## config.mk

```make
export PLATFORM = sky130hd
export DESIGN_NAME = stack_arithmetic_unit_flat
export DESIGN_NICKNAME = d
export VERILOG_FILES = /design/src/rtl/sau_pkg.sv /design/src/rtl/sau_if.sv /design/src/rtl/stack_arithmetic_unit.sv /design/src/flat_wrapper.sv
export SDC_FILE = /design/constraint.sdc
export NUM_CORES = 2
export LEC_CHECK = 0
export CAP_MARGIN = 30
export CORE_MARGIN = 4
export CORE_UTILIZATION = 45
export DETAILED_ROUTE_END_ITERATION = 6
export DONT_BUFFER_PORTS = 1
export GPL_ROUTABILITY_DRIVEN = 0
export PLACE_DENSITY = 0.59
export SLEW_MARGIN = 5
export SYNTH_ARGS = -nofsm -noshare
export SYNTH_HDL_FRONTEND = slang
export SYNTH_SLANG_ARGS = --single-unit
```

## constraint.sdc

```tcl
create_clock -name clk -period 12.89 [get_ports clk]
set_clock_uncertainty 0.1 [all_clocks]
set_input_delay 1.289 -clock clk [delete_from_list [all_inputs] [get_ports clk]]
set_output_delay 1.289 -clock clk [all_outputs]
set_load 0.02 [all_outputs]
```

## src/rtl/sau_pkg.sv

```systemverilog
package sau_pkg;

  localparam int DATA_W    = 32;
  localparam int OP_W      = 3;
  localparam int STAT_W    = 2;
  localparam int CNT_OUT_W = 7;
  localparam int STEP_W    = $clog2(DATA_W);

  localparam logic [OP_W-1:0] OP_PUSH = 3'd0;
  localparam logic [OP_W-1:0] OP_ADD  = 3'd1;
  localparam logic [OP_W-1:0] OP_SUB  = 3'd2;
  localparam logic [OP_W-1:0] OP_MUL  = 3'd3;
  localparam logic [OP_W-1:0] OP_DIV  = 3'd4;
  localparam logic [OP_W-1:0] OP_MOD  = 3'd5;

  localparam logic [STAT_W-1:0] ST_OK      = 2'd0;
  localparam logic [STAT_W-1:0] ST_SHORT   = 2'd1;
  localparam logic [STAT_W-1:0] ST_DIVZERO = 2'd2;
  localparam logic [STAT_W-1:0] ST_FULL    = 2'd3;

endpackage

```

## src/rtl/sau_if.sv

```systemverilog
interface sau_in_if;
  import sau_pkg::*;

  logic                     valid;
  logic                     ready;
  logic [OP_W-1:0]          operation;
  logic signed [DATA_W-1:0] push_value;

  modport source(output valid, operation, push_value, input ready);
  modport sink(input valid, operation, push_value, output ready);
endinterface

interface sau_out_if;
  import sau_pkg::*;

  logic                     valid;
  logic                     ready;
  logic signed [DATA_W-1:0] top_value;
  logic [CNT_OUT_W-1:0]     stack_count;
  logic [STAT_W-1:0]        status;

  modport source(output valid, top_value, stack_count, status, input ready);
  modport sink(input valid, top_value, stack_count, status, output ready);
endinterface

```

## src/rtl/stack_arithmetic_unit.sv

```systemverilog
// Port      Dir  Handshake      Payload
// in_req    in   valid/ready    operation, push_value
// out_rsp   out  valid/ready    top_value, stack_count, status
//
// Push, add, sub, error and unused codes go from S_LOAD to S_DONE and the output register.
// Mul runs the 32-step loop in S_ITER over one shared adder; div and mod then fix signs in S_FIX.
// One request at a time; in_req.ready is high only while the sequencer idles.
// A finished result waits in the output register; a completed request stalls
// in its last step until that register frees. Synchronous active-low reset
// empties the stack; stack memory contents are not cleared.
module stack_arithmetic_unit #(
  parameter int STACK_DEPTH = 64
) (
  input  logic     clk,
  input  logic     rst_n,
  sau_in_if.sink   in_req,
  sau_out_if.source out_rsp
);
  import sau_pkg::*;

  localparam int AW = $clog2(STACK_DEPTH);
  localparam int CW = $clog2(STACK_DEPTH + 1);
  localparam int SW = DATA_W + 2;

  localparam logic [2:0] S_IDLE = 3'd0;
  localparam logic [2:0] S_LOAD = 3'd1;
  localparam logic [2:0] S_ITER = 3'd2;
  localparam logic [2:0] S_FIX  = 3'd3;
  localparam logic [2:0] S_DONE = 3'd4;

  logic [2:0]           state_r, state_nxt;
  logic [CW-1:0]        count_r, count_nxt;
  logic                 out_valid_r, out_valid_nxt;
  logic [OP_W-1:0]      op_r, op_nxt;
  logic [DATA_W-1:0]    pv_r, pv_nxt;
  logic [DATA_W-1:0]    top_r, top_nxt;
  logic [DATA_W-1:0]    rd_data_r;
  logic [DATA_W-1:0]    acc_r, acc_nxt;
  logic [DATA_W-1:0]    opa_r, opa_nxt;
  logic [DATA_W-1:0]    opb_r, opb_nxt;
  logic [STEP_W-1:0]    step_r, step_nxt;
  logic                 qneg_r, qneg_nxt;
  logic                 rneg_r, rneg_nxt;
  logic [DATA_W-1:0]    res_r, res_nxt;
  logic [STAT_W-1:0]    status_r, status_nxt;
  logic [DATA_W-1:0]    out_top_r, out_top_nxt;
  logic [CNT_OUT_W-1:0] out_count_r, out_count_nxt;
  logic [STAT_W-1:0]    out_status_r, out_status_nxt;

  logic [DATA_W-1:0]    stack_mem [STACK_DEPTH];
  logic [AW-1:0]        rd_addr;
  logic                 mem_we;
  logic [AW-1:0]        mem_waddr;
  logic [DATA_W-1:0]    mem_wdata;

  logic [SW-1:0]        alu_a, alu_b, alu_sum;
  logic                 alu_sub;

  logic                 accept;
  logic                 out_free;
  logic                 is_arith;
  logic [DATA_W-1:0]    fix_val;
  logic [DATA_W-1:0]    mul_acc;
  logic [DATA_W-1:0]    s_mag, t_mag;

  assign accept    = in_req.valid && in_req.ready;
  assign out_free  = !out_valid_r || out_rsp.ready;
  assign is_arith  = op_r inside {OP_ADD, OP_SUB, OP_MUL, OP_DIV, OP_MOD};
  assign rd_addr   = AW'(count_r - CW'(2));
  assign fix_val   = (op_r == OP_DIV) ? opa_r : acc_r;
  assign mul_acc   = opb_r[0] ? alu_sum[DATA_W-1:0] : acc_r;
  assign s_mag     = rd_data_r[DATA_W-1] ? (~rd_data_r + DATA_W'(1)) : rd_data_r;
  assign t_mag     = top_r[DATA_W-1] ? (~top_r + DATA_W'(1)) : top_r;

  assign in_req.ready        = (state_r == S_IDLE);
  assign out_rsp.valid       = out_valid_r;
  assign out_rsp.top_value   = out_top_r;
  assign out_rsp.stack_count = out_count_r;
  assign out_rsp.status      = out_status_r;

  always_comb begin
    alu_a   = '0;
    alu_b   = '0;
    alu_sub = 1'b0;
    case (state_r)
      S_LOAD: begin
        alu_a   = {2'b00, rd_data_r};
        alu_b   = {2'b00, top_r};
        alu_sub = (op_r == OP_SUB);
      end
      S_ITER: begin
        if (op_r == OP_MUL) begin
          alu_a = {2'b00, acc_r};
          alu_b = {2'b00, opa_r};
        end else begin
          alu_a   = {1'b0, acc_r, opa_r[DATA_W-1]};
          alu_b   = {2'b00, opb_r};
          alu_sub = 1'b1;
        end
      end
      S_FIX: begin
        alu_b   = {2'b00, fix_val};
        alu_sub = 1'b1;
      end
      default: begin
        alu_sub = 1'b0;
      end
    endcase
    alu_sum = alu_a + (alu_sub ? ~alu_b : alu_b) + SW'(alu_sub);
  end

  always_comb begin
    state_nxt      = state_r;
    count_nxt      = count_r;
    out_valid_nxt  = out_valid_r;
    op_nxt         = op_r;
    pv_nxt         = pv_r;
    top_nxt        = top_r;
    acc_nxt        = acc_r;
    opa_nxt        = opa_r;
    opb_nxt        = opb_r;
    step_nxt       = step_r;
    qneg_nxt       = qneg_r;
    rneg_nxt       = rneg_r;
    res_nxt        = res_r;
    status_nxt     = status_r;
    out_top_nxt    = out_top_r;
    out_count_nxt  = out_count_r;
    out_status_nxt = out_status_r;
    mem_we         = 1'b0;
    mem_waddr      = count_r[AW-1:0];
    mem_wdata      = pv_r;

    if (out_rsp.ready) begin
      out_valid_nxt = 1'b0;
    end

    case (state_r)
      S_IDLE: begin
        if (accept) begin
          op_nxt    = in_req.operation;
          pv_nxt    = in_req.push_value;
          state_nxt = S_LOAD;
        end
      end
      S_LOAD: begin
        status_nxt = ST_OK;
        state_nxt  = S_DONE;
        if (op_r == OP_PUSH) begin
          if (count_r == CW'(STACK_DEPTH)) begin
            status_nxt = ST_FULL;
          end
        end else if (is_arith) begin
          if (count_r < CW'(2)) begin
            status_nxt = ST_SHORT;
          end else if ((op_r == OP_DIV || op_r == OP_MOD) && top_r == '0) begin
            status_nxt = ST_DIVZERO;
          end else begin
            case (op_r)
              OP_ADD, OP_SUB: begin
                res_nxt = alu_sum[DATA_W-1:0];
              end
              OP_MUL: begin
                acc_nxt   = '0;
                opa_nxt   = rd_data_r;
                opb_nxt   = top_r;
                step_nxt  = '0;
                state_nxt = S_ITER;
              end
              default: begin
                acc_nxt   = '0;
                opa_nxt   = s_mag;
                opb_nxt   = t_mag;
                qneg_nxt  = rd_data_r[DATA_W-1] ^ top_r[DATA_W-1];
                rneg_nxt  = rd_data_r[DATA_W-1];
                step_nxt  = '0;
                state_nxt = S_ITER;
              end
            endcase
          end
        end
      end
      S_ITER: begin
        step_nxt = step_r + STEP_W'(1);
        if (op_r == OP_MUL) begin
          acc_nxt = mul_acc;
          opa_nxt = {opa_r[DATA_W-2:0], 1'b0};
          opb_nxt = {1'b0, opb_r[DATA_W-1:1]};
        end else begin
          acc_nxt = alu_sum[SW-1] ? {acc_r[DATA_W-2:0], opa_r[DATA_W-1]}
                                  : alu_sum[DATA_W-1:0];
          opa_nxt = {opa_r[DATA_W-2:0], !alu_sum[SW-1]};
        end
        if (step_r == STEP_W'(DATA_W - 1)) begin
          if (op_r == OP_MUL) begin
            res_nxt   = mul_acc;
            state_nxt = S_DONE;
          end else begin
            state_nxt = S_FIX;
          end
        end
      end
      S_FIX: begin
        if ((op_r == OP_DIV) ? qneg_r : rneg_r) begin
          res_nxt = alu_sum[DATA_W-1:0];
        end else begin
          res_nxt = fix_val;
        end
        state_nxt = S_DONE;
      end
      S_DONE: begin
        if (out_free) begin
          if (status_r == ST_OK && op_r == OP_PUSH) begin
            mem_we    = 1'b1;
            mem_waddr = count_r[AW-1:0];
            mem_wdata = pv_r;
            count_nxt = count_r + CW'(1);
            top_nxt   = pv_r;
          end else if (status_r == ST_OK && is_arith) begin
            mem_we    = 1'b1;
            mem_waddr = rd_addr;
            mem_wdata = res_r;
            count_nxt = count_r - CW'(1);
            top_nxt   = res_r;
          end else if (status_r == ST_SHORT || status_r == ST_DIVZERO) begin
            count_nxt = '0;
          end
          out_top_nxt    = (count_nxt == '0) ? '0 : top_nxt;
          out_count_nxt  = CNT_OUT_W'(count_nxt);
          out_status_nxt = status_r;
          out_valid_nxt  = 1'b1;
          state_nxt      = S_IDLE;
        end
      end
      default: begin
        state_nxt = S_IDLE;
      end
    endcase
  end

  always_ff @(posedge clk) begin
    if (!rst_n) begin
      state_r     <= S_IDLE;
      count_r     <= '0;
      out_valid_r <= 1'b0;
    end else begin
      state_r     <= state_nxt;
      count_r     <= count_nxt;
      out_valid_r <= out_valid_nxt;
    end
  end

  always_ff @(posedge clk) begin
    op_r         <= op_nxt;
    pv_r         <= pv_nxt;
    top_r        <= top_nxt;
    acc_r        <= acc_nxt;
    opa_r        <= opa_nxt;
    opb_r        <= opb_nxt;
    step_r       <= step_nxt;
    qneg_r       <= qneg_nxt;
    rneg_r       <= rneg_nxt;
    res_r        <= res_nxt;
    status_r     <= status_nxt;
    out_top_r    <= out_top_nxt;
    out_count_r  <= out_count_nxt;
    out_status_r <= out_status_nxt;
  end

  always_ff @(posedge clk) begin
    if (accept) begin
      rd_data_r <= stack_mem[rd_addr];
    end
    if (mem_we) begin
      stack_mem[mem_waddr] <= mem_wdata;
    end
  end

endmodule
```

## src/flat_wrapper.sv

```systemverilog
// flat-port wrapper written by rule: the top's interface ports become plain ports
module stack_arithmetic_unit_flat import sau_pkg::*;
#(
  parameter int STACK_DEPTH = 64
)
  (clk, rst_n, in_req_valid, in_req_operation, in_req_push_value, in_req_ready, out_rsp_valid, out_rsp_top_value, out_rsp_stack_count, out_rsp_status, out_rsp_ready);
  sau_in_if in_req_i ();
  sau_out_if out_rsp_i ();
  input  logic clk;
  input  logic rst_n;
  input wire logic [$bits(in_req_i.valid)-1:0] in_req_valid;
  input wire logic [$bits(in_req_i.operation)-1:0] in_req_operation;
  input wire logic [$bits(in_req_i.push_value)-1:0] in_req_push_value;
  output wire logic [$bits(in_req_i.ready)-1:0] in_req_ready;
  output wire logic [$bits(out_rsp_i.valid)-1:0] out_rsp_valid;
  output wire logic [$bits(out_rsp_i.top_value)-1:0] out_rsp_top_value;
  output wire logic [$bits(out_rsp_i.stack_count)-1:0] out_rsp_stack_count;
  output wire logic [$bits(out_rsp_i.status)-1:0] out_rsp_status;
  input wire logic [$bits(out_rsp_i.ready)-1:0] out_rsp_ready;
  assign in_req_i.valid = in_req_valid;
  assign in_req_i.operation = in_req_operation;
  assign in_req_i.push_value = in_req_push_value;
  assign in_req_ready = in_req_i.ready;
  assign out_rsp_valid = out_rsp_i.valid;
  assign out_rsp_top_value = out_rsp_i.top_value;
  assign out_rsp_stack_count = out_rsp_i.stack_count;
  assign out_rsp_status = out_rsp_i.status;
  assign out_rsp_i.ready = out_rsp_ready;
  stack_arithmetic_unit #(.STACK_DEPTH(STACK_DEPTH)) u_core (.clk(clk), .rst_n(rst_n), .in_req(in_req_i), .out_rsp(out_rsp_i));
endmodule
```

==> qor.csv <==
metric;value;unit
status;finished with violations;
violations;design-rule violations;
cp.required;13480;ps
critPathMaxFanout;28;
clk_pin_slew;60;ps
yosysSeqAreaShare;72.8;%
drv_cap;0;
cts.path.max_buffers;3;
synth-compound-area-share;3.63;%
worstHoldPathCells;0;
final_cell_count_no_fill;8087;
hpwl;149000;microns
first_iter_violations;6003;
fp.dieW;470;microns
synthArstFlopShare;0;%
grt_max_degree;119;
relSlewSlack;17.0;%
synth_xor_area_share;0.885;%
synth_top_family_by_area;multiplexers;
drc;2;
crit_slowest_cell;o22ai_1;
syn-cell-area;96200;sq um
worst_skew_pair.late_latency;880;ps
portBuffers;0;
cts-hold-fix-buffers;0;
regToRegSetupSlack;6340;ps
core;212000;sq um
synth-simple-area-share;3.45;%
maxSlewViolCount;0;
cts_num_sinks;2336;
fp.dieH;470;microns
fmax;153;MHz
avgSynthCellArea;19.4;sq um
final_util;51.1;%
grt_pass1_wl;366000;microns
num-nets-final;5139;
max_stage_delay;920;ps
grt_pass1_vias;48900;
regToRegEndpoint;u_core.acc_r[23]$_SDFFCE_PP0P_;
synth_cells;4960;
ant_nets;0;
yosys_warnings;0;
max_slew.worst_pin.slew;1240;ps
drt-total-wl;254000;microns
fill_cells;16900;
numCtsBuffers;230;
r2r_start;u_core.op_r[1]$_DFFE_PP_;
ir_drop;139;uV
synth_fa_ha_area_share;0.567;%
synth_mux_area_share;17.3;%
ios;82;
finalSetupTns;0;ps
root_buffer;clkbuf_16;
setup.worst_path.start_class;flip-flop;
rsz0062_at_grt;no;
leakage;33.6;nW
die_area;221000;sq um
viasPerCell;6.13;
arrival;7140;ps
synth_flop_cell;edfxtp_1;
endpoint_kind;flip-flop;
ys_types;71;
timing.final.crit_share;50.9;%
synth_fp_nets;5042;
worstHoldStart;in_req_push_value[4];
overflow;0;
crit_path_cell_trace;nand2b_1 -> or2_2 -> o22ai_1 -> a221oi_1 -> mux2i_1 -> ha_1 -> a21o_1 -> a21o_1 -> a21o_1 -> a221oi_1 -> nand2b_1 -> nand3_2 -> xnor2_4 -> buf_4 -> mux2_1 -> nor3_2;
min_period;6550;ps
track_usage;22.8;%
hold_class;input port to flip-flop;
cts-resized-gates;0;
drtPass1Iterations;7;
cts_tree;built;
wl_per_cell;31.4;microns
crit_type;flip-flop to flip-flop;
std_cell_rows;169;
crit_path_frequent_cell;a21o_1;
initial_core_util;45.3;%
vias;49600;
setup_violations;0;
synth-edff-count;2325;
crit_start;u_core.op_r[1]$_DFFE_PP_;
layout-drive-gt1-share;24.8;%
reg2reg_depth;16;
total_power;16.2;mW
syn2layout_area_growth;12.8;%
cts_setup_buffers;0;
ys_seq_elements;2336;
antenna_found_initial;19;
place_inst;7643;
final-hold-violation-count;0;
cts_max_level;4;
min_to;u_core.pv_r[4]$_DFFE_PP_;
p_per_area;150;nW/um^2
==> synthesized netlist by cell type (all sizes together) (6+ instances only) <==
cell	n	area share, %
edfxtp	2325	73
mux4	665	16
nand2	372	1.5
clkbuf	204	0.80
nor2	196	0.77
a21oi	186	0.97
o21ai	158	0.82
mux2i	150	1.6
buf	90	0.39
a211oi	65	0.51
xnor2	54	0.51
nand3	53	0.28
ha	42	0.55
xor2	41	0.37
a21o	30	0.23
nor3	30	0.16
inv	27	0.11
and2	19	0.12
mux2	17	0.20
a22oi	16	0.12
and3	15	0.098
a31oi	14	0.091
nand2b	13	0.085
a221oi	12	0.13
dfxtp	11	0.23
o22ai	11	0.072
o31ai	11	0.091
a22o	10	0.091
nand4	10	0.065
nor3b	10	0.090
nor4	10	0.065
nor2b	8	0.052
a221o	7	0.073
a21boi	6	0.047
nand3b	6	0.047
or2	6	0.039
==> report_power, final <==
group	internal [mW]	switching [mW]	total (mW)	leakage, nW
logic	0.380	0.676	1.06	8.94
clock network	3.75	2.88	6.64	3.64
registers	8.49	0.0657	8.56	21.0
==> layout by cell type, fill, tap and decap left out, types with 61 or more instances in the layout <==
master	synthesis	final
a21oi_1	186	185
mux2i_1	150	149
edfxtp_1	2325	2325
clkinv_1	1	61
a211oi_1	64	63
nand2_1	372	337
buf_4	3	121
mux4_2	665	665
clkbuf_16	0	234
nor2_1	196	130
nor2_4	0	66
o21ai_0	158	158
==> routing by layer <==
metal | up-vias | GRT usage, % | routed length [microns]
met4 | 0 | 5.18 | 4830
met1 | 26800 | 33.3 | 109000
met3 | 304 | 3.24 | 16300
met2 | 1874 | 36.9 | 125000
met5 | - | 0.0865 | 0
li1 | 20600 | - | -
==> worst max path at each step <==
stage                                              to  slack [ps]  cells after the start
floorplan           u_core.stack_mem[63][0]$_DFFE_PP_        6710                      9
global placement       u_core.acc_r[23]$_SDFFCE_PP0P_        6620                     17
detailed placement     u_core.acc_r[23]$_SDFFCE_PP0P_        6460                     17
CTS                    u_core.acc_r[23]$_SDFFCE_PP0P_        6420                     17
global route           u_core.acc_r[23]$_SDFFCE_PP0P_        6020                     19
finish                 u_core.acc_r[23]$_SDFFCE_PP0P_        6340                     16
==> worst max-delay path: cells and delay by family (launching register included) <==
kind / cells / cell delay (ps)
buffers and inverters: 1 / 460
xor gates and xnor gates: 1 / 780
adders and majority gates: 1 / 260
DFF: 1 / 560
AOI/OAI and AO/OA: 6 / 2280
and+or+nand+nor: 5 / 1320
muxes: 2 / 550
==> kinds of logic after synthesis <==
kind of cell,count (synthesis)
xor+xnor,95
simple gates,764
compound gates,568
buf+inv,322
flops,2336
mux,832
fa+ha+maj,43
==> stage by stage <==
step                      instance area, sq um  setup WS [ps]  hold slack, ps
after floorplan                          96200           6710             326
after global placement                  100000           6620             436
after detailed placement                101000           6460             419
after CTS                               108000           6420             335
after global routing                    108000           6020             355
final                                   108000           6340             408
==> sequential cells by signal, summed over array words and instances, names as in the netlist, 2 cells and up <==
signal,flops
u_core.rd_data_r,32
u_core.pv_r,32
u_core.stack_mem,2048
u_core.out_rsp.stack_count,7
u_core.res_r,32
u_core.opa_r,32
u_core.top_r,32
u_core.step_r,5
u_core.state_r,3
u_core.out_rsp.top_value,32
u_core.count_r,7
u_core.op_r,3
u_core.acc_r,32
u_core.status_r,2
u_core.opb_r,32
u_core.out_rsp.status,2
==> cell type report <==
cell class / count / area [sq um] / share of cell area, %
clock buffers: 277 / 6000 / 5.53
repair buffers: 159 / 1690 / 1.56
well taps: 2821 / 3530 / 3.26
multi-input cells: 2302 / 25600 / 23.6
diodes: 8 / 20.0 / 0.0185
clock inverters: 156 / 1420 / 1.31
inverters: 28 / 108 / 0.0992
flip-flops and latches: 2336 / 70000 / 64.6
No activity file was read; power rests on OpenSTA's default activity.
